File: config.mk
export PLATFORM = sky130hd
export DESIGN_NAME = bdi_back
export DESIGN_NICKNAME = d
export VERILOG_FILES = /design/src/hw/rtl/bdi_pkg.sv /design/src/hw/rtl/bdi_back.sv
export SDC_FILE = /design/constraint.sdc
export NUM_CORES = 2
export LEC_CHECK = 0
export ABC_AREA = 1
export BUFFER_PORTS_ARGS = -buffer_cell sky130_fd_sc_hd__clkbuf_2
export CAP_MARGIN = 5
export CORE_MARGIN = 3
export CORE_UTILIZATION = 55
export CTS_BUF_LIST = sky130_fd_sc_hd__clkbuf_16
export DETAILED_ROUTE_END_ITERATION = 16
export HOLD_SLACK_MARGIN = 0.06
export PLACE_DENSITY_LB_ADDON = 0.15
export SETUP_SLACK_MARGIN = 0.02
export SYNTH_ARGS = -nofsm -noshare
export SYNTH_HDL_FRONTEND = slang
export SYNTH_SLANG_ARGS = --single-unit
File: constraint.sdc
create_clock -name clk -period 14.1 [get_ports clk]
set_clock_uncertainty 0.15 [all_clocks]
set_input_delay 0.705 -clock clk [delete_from_list [all_inputs] [get_ports clk]]
set_output_delay 0.705 -clock clk [all_outputs]
set_load 0.02 [all_outputs]
File: src/hw/rtl/bdi_pkg.sv
// ----------------------------------------------------------------------------
// bdi_pkg
// Shared constants and types of the barycentric depth interpolator.
// ----------------------------------------------------------------------------
package bdi_pkg;

    localparam int WEIGHT_W    = 20;
    localparam int WEIGHT_FRAC = 16;
    localparam int WEIGHT_MAX  = 524287;
    localparam int WEIGHT_MIN  = -524288;
    localparam int CFG_IDX_W   = 3;
    localparam int DIV_BITS    = 4;

    typedef enum logic [CFG_IDX_W-1:0] {
        REG_LEFT_X,
        REG_LEFT_Y,
        REG_MID_X,
        REG_MID_Y,
        REG_RIGHT_X,
        REG_RIGHT_Y,
        REG_VERTEX_DEPTHS
    } cfg_reg_t;

    typedef struct packed {
        logic neg_a;
        logic neg_b;
        logic deg;
    } div_flags_t;

endpackage

File: src/hw/rtl/bdi_back.sv
// ----------------------------------------------------------------------------
// bdi_back
// Weight signs, gamma, saturation and depth blend (3 stages).
// ----------------------------------------------------------------------------
module bdi_back #(
    parameter int NUM_W       = 52,
    parameter int DEPTH_WIDTH = 16
) (
    input  logic                                clk,
    input  logic [2:0]                          en,
    input  logic [NUM_W-1:0]                    quo_a,
    input  logic [NUM_W-1:0]                    quo_b,
    input  bdi_pkg::div_flags_t                 flags,
    input  logic [3*DEPTH_WIDTH-1:0]            depths,
    output logic signed [bdi_pkg::WEIGHT_W-1:0] alpha,
    output logic signed [bdi_pkg::WEIGHT_W-1:0] beta,
    output logic signed [bdi_pkg::WEIGHT_W-1:0] gamma,
    output logic [DEPTH_WIDTH-1:0]              depth,
    output logic                                degenerate
);
    import bdi_pkg::*;

    localparam int GW  = NUM_W + 3;
    localparam int PRW = WEIGHT_W + DEPTH_WIDTH + 1;
    localparam int SMW = PRW + 2;
    localparam logic signed [GW-1:0]  ONE_G  = GW'(1) << WEIGHT_FRAC;
    localparam logic signed [GW-1:0]  W_HI   = GW'(WEIGHT_MAX);
    localparam logic signed [GW-1:0]  W_LO   = GW'(WEIGHT_MIN);
    localparam logic signed [SMW-1:0] HALF   = SMW'(1) << (WEIGHT_FRAC - 1);
    localparam logic signed [SMW-1:0] D_MAX  = SMW'({DEPTH_WIDTH{1'b1}});

    function automatic logic signed [WEIGHT_W-1:0] sat_w(input logic signed [GW-1:0] v);
        logic signed [WEIGHT_W-1:0] r;
        if (v > W_HI)
            r = WEIGHT_W'(WEIGHT_MAX);
        else if (v < W_LO)
            r = WEIGHT_W'(WEIGHT_MIN);
        else
            r = v[WEIGHT_W-1:0];
        return r;
    endfunction

    logic signed [GW-1:0]       ea, eb, sa, sb, sg;
    logic signed [WEIGHT_W-1:0] a_reg, b_reg, g_reg;
    logic                       deg_a_reg, deg_b_reg;
    logic signed [PRW-1:0]      pl_reg, pm_reg, pr_reg;
    logic signed [SMW-1:0]      sum, rnd, shifted;
    logic signed [WEIGHT_W-1:0] alpha_reg, beta_reg, gamma_reg;
    logic [DEPTH_WIDTH-1:0]     depth_reg, depth_next;
    logic                       deg_reg;

    always_comb
    begin
        ea = $signed({3'b000, quo_a});
        eb = $signed({3'b000, quo_b});
        sa = flags.neg_a ? -ea : ea;
        sb = flags.neg_b ? -eb : eb;
        sg = ONE_G - sa - sb;
    end

    always_ff @(posedge clk)
    begin
        if (en[0])
        begin
            a_reg     <= sat_w(sa);
            b_reg     <= sat_w(sb);
            g_reg     <= sat_w(sg);
            deg_a_reg <= flags.deg;
        end
        if (en[1])
        begin
            pl_reg    <= PRW'(a_reg) * $signed(PRW'({1'b0, depths[DEPTH_WIDTH-1:0]}));
            pm_reg    <= PRW'(b_reg) *
                         $signed(PRW'({1'b0, depths[2*DEPTH_WIDTH-1:DEPTH_WIDTH]}));
            pr_reg    <= PRW'(g_reg) *
                         $signed(PRW'({1'b0, depths[3*DEPTH_WIDTH-1:2*DEPTH_WIDTH]}));
            deg_b_reg <= deg_a_reg;
            alpha_reg <= a_reg;
            beta_reg  <= b_reg;
            gamma_reg <= g_reg;
        end
    end

    always_comb
    begin
        sum     = SMW'(pl_reg) + SMW'(pm_reg) + SMW'(pr_reg);
        rnd     = sum + HALF;
        shifted = rnd >>> WEIGHT_FRAC;
        // negative or zero sum clamps to zero
        if (sum[SMW-1] || (sum == '0))
            depth_next = '0;
        else if (shifted > D_MAX)
            depth_next = '1;
        else
            depth_next = shifted[DEPTH_WIDTH-1:0];
    end

    logic signed [WEIGHT_W-1:0] alpha_out_reg, beta_out_reg, gamma_out_reg;

    always_ff @(posedge clk)
    begin
        if (en[2])
        begin
            deg_reg       <= deg_b_reg;
            alpha_out_reg <= deg_b_reg ? '0 : alpha_reg;
            beta_out_reg  <= deg_b_reg ? '0 : beta_reg;
            gamma_out_reg <= deg_b_reg ? '0 : gamma_reg;
            depth_reg     <= deg_b_reg ? '0 : depth_next;
        end
    end

    assign alpha      = alpha_out_reg;
    assign beta       = beta_out_reg;
    assign gamma      = gamma_out_reg;
    assign depth      = depth_reg;
    assign degenerate = deg_reg;

endmodule
==> results.cfg <==
[global_route]
grt_overflow_total = 0
grt_antenna_before_repair = 6
first_global_vias = 51516
grt_start_max_net_pins = 62
grt_pass1_wl_um = 283000
grt_use_total = 0.314

[critical_path]
cp.required_ns = 14.29
cpMostUsedCell = fa_1
cp-end-kind = flop
crit_fanout = 17
crit_buf_inv = 5
crit_path_max_incr_delay_ns = 1.04
criticalPathCategory = reg2reg
critPathLaunchType = flop
slowest_stage = edfxtp_1
path_cells = nand2_1, fa_1, inv_1, fa_1, inv_1, fa_1, inv_1, fa_1, inv_1, fa_1, inv_1, fa_1, ha_1, a21oi_1, a21boi_0, o21ai_0, a21boi_0, o21ai_0, xor2_1
critPathTopFamily = adder cells
cp.arrival_ns = 7.21

[timing]
final.period_utilization = 0.498
rsz0062_at_grt = no
finalCriticalPeriod_ns = 7.02
final-hold-violation-count = 0
fmaxAchievable_mhz = 142
worstMarginPinSlew_ns = 1.18
setup_viol = 0
slew_violations = 0
relSlewSlack = 0.205
tns_ns = 0

[clock_tree]
holdBufCountCts = 0
htree_num_levels = 2
cts_root_buf = clkbuf_16
post_cts_buffers = 0
path_clk_slew_ns = 0.08
numCtsBuffers = 38
clk_path_buf_depth = 3
cts-resized-gates = 0
clkSinkCount = 310
cts_tree = yes
clk_latency_ns = 0.62

[floorplan]
fp.dieArea_sq_um = 115000
floorplan.initialDensity = 0.559
die_w_um = 340
rows = 121
die_y_um = 340
core_area_sq_um = 110000
pin_count = 236

[drt]
drt_iter0_drc = 3668
ant_nets = 0
wl_per_cell_um = 18.7
drc = 0
dr.pass1.iters = 8
vias = 49668
vias_per_cell = 5.24
wl_um = 178000

[yosys]
synth.avg_cell_area_sq_um = 7.74
yosysSeqAreaShare = 0.152
syn-num-nets = 9471
synth_common_cells = inv_1 (2,167), nand2_1 (1,965), fa_1 (1,002), nor2_1 (551), ha_1 (402)
ys.flop_type = edfxtp_1
syn_area_sq_um = 61200
yosysWarnings = 0
ys_ff_latch = 310
async_reset_ff_frac = 0
synth_top_area_cell = fa_1
netlist.area_leader.share = 0.328
post-synth-top-count-cell = inv_1
synth_enable_flop_cells = 310
synth_area_leaders = fa_1 (33%), edfxtp_1 (15%), inv_1 (13%)
netlist_instances = 7908
ys_types = 65

[hold_path]
hp-class = in2reg

[outcome]
run_status = completed

[finish]
fillers = 10274
nNetsFinal = 9536
fin_area_sq_um = 64800
drive_above_1_share = 0.0600
area_growth_syn_to_layout_pct = 5.83

[placed_design]
dp_hpwl_um = 150000
place_area_sq_um = 63500
io_buffers = 235
gp_congestion = 0.975

[job]
cap_viol_max_count = 0
==> cell type report <==
| class | count | area [sq um] | area share |
|---|---|---|---|
| Antenna cell | 3 | 7.51 | 0.000116 |
| Clock inverter | 29 | 280 | 0.00432 |
| Inverter | 2182 | 8190 | 0.126 |
| Tap cell | 1476 | 1850 | 0.0285 |
| Sequential cell | 310 | 9310 | 0.144 |
| Clock buffer | 39 | 976 | 0.0151 |
| Multi-Input combinational cell | 5170 | 42700 | 0.659 |
| Timing Repair Buffer | 271 | 1460 | 0.0225 |
==> stage by stage <==
stage / hold slack (ns) / setup slack, ns / utilization / std cells
final: 0.126 / 7.08 / 0.591 / 9480
after global routing: 0.106 / 6.64 / 0.591 / 9478
after CTS: 0.0823 / 7.14 / 0.591 / 9477
after detailed placement: 0.284 / 6.94 / 0.580 / 9409
after global placement: 0.285 / 7.01 / 0.580 / 9409
after floorplan: 0.250 / 7.66 / - / 7908
==> layer usage <==
| metal | routed length [um] | global-route usage | part of all wire | up-vias |
|---|---|---|---|---|
| met4 | 7890 | 0.121 | 0.044 | 6 |
| li1 | - | - | - | 23311 |
| met3 | 11700 | 0.0439 | 0.066 | 299 |
| met1 | 74000 | 0.415 | 0.42 | 24324 |
| met2 | 84000 | 0.528 | 0.47 | 1728 |
| met5 | 43 | 0 | 0.00024 | - |
==> placed cells by master (no fill, tap or decap), drive strengths merged, types with 2 or more instances in the layout <==
cell      netlist  final
a211oi          4      4
a21boi          8      8
a21o           11     11
a21oi         225    225
a31oi          21     21
and2            3      3
and3            3      3
buf            12     38
bufinv          0      4
clkbuf        234    272
clkinv          1     13
clkinvlp        0      2
diode           0      3
edfxtp        310    310
fa           1002   1002
ha            402    402
inv          2181   2192
nand2        2007   2007
nand2b          3      3
nand3         219    219
nand3b         12     12
nand4          70     70
nor2          587    587
nor3           61     61
nor3b           2      2
nor4           26     26
o2111ai         4      4
o211ai          8      8
o21a            9      9
o21ai         150    150
o21bai         15     15
o221ai          3      3
o31ai           9      9
or2            10     10
xnor2          66     66
xor2          224    224
==> final timing paths <==
| kind | start | endpoint | slack, ns | depth (start not counted) |
|---|---|---|---|---|
| worst max-delay path | b_reg[8] | pm_reg[28] | 7.08 | 19 |
| worst min-delay path | flags[0] | deg_a_reg | 0.13 | 1 |
| worst max register to register | b_reg[8] | pm_reg[28] | 7.08 | 19 |
| worst min register to register | a_reg[11] | alpha_reg[11] | 0.30 | 0 |
==> cell families after synthesis <==
kind of cell    after synthesis  share of synthesized area
buf+inv                    2428                      0.150
simple gates               3004                      0.202
compound gates              472                     0.0438
fa+ha+maj                  1404                      0.410
xor+xnor                    290                     0.0425
flops                       310                      0.152
Power is not shown: default switching activity piles up to over one toggle a cycle in this logic, so the estimate is an artifact.
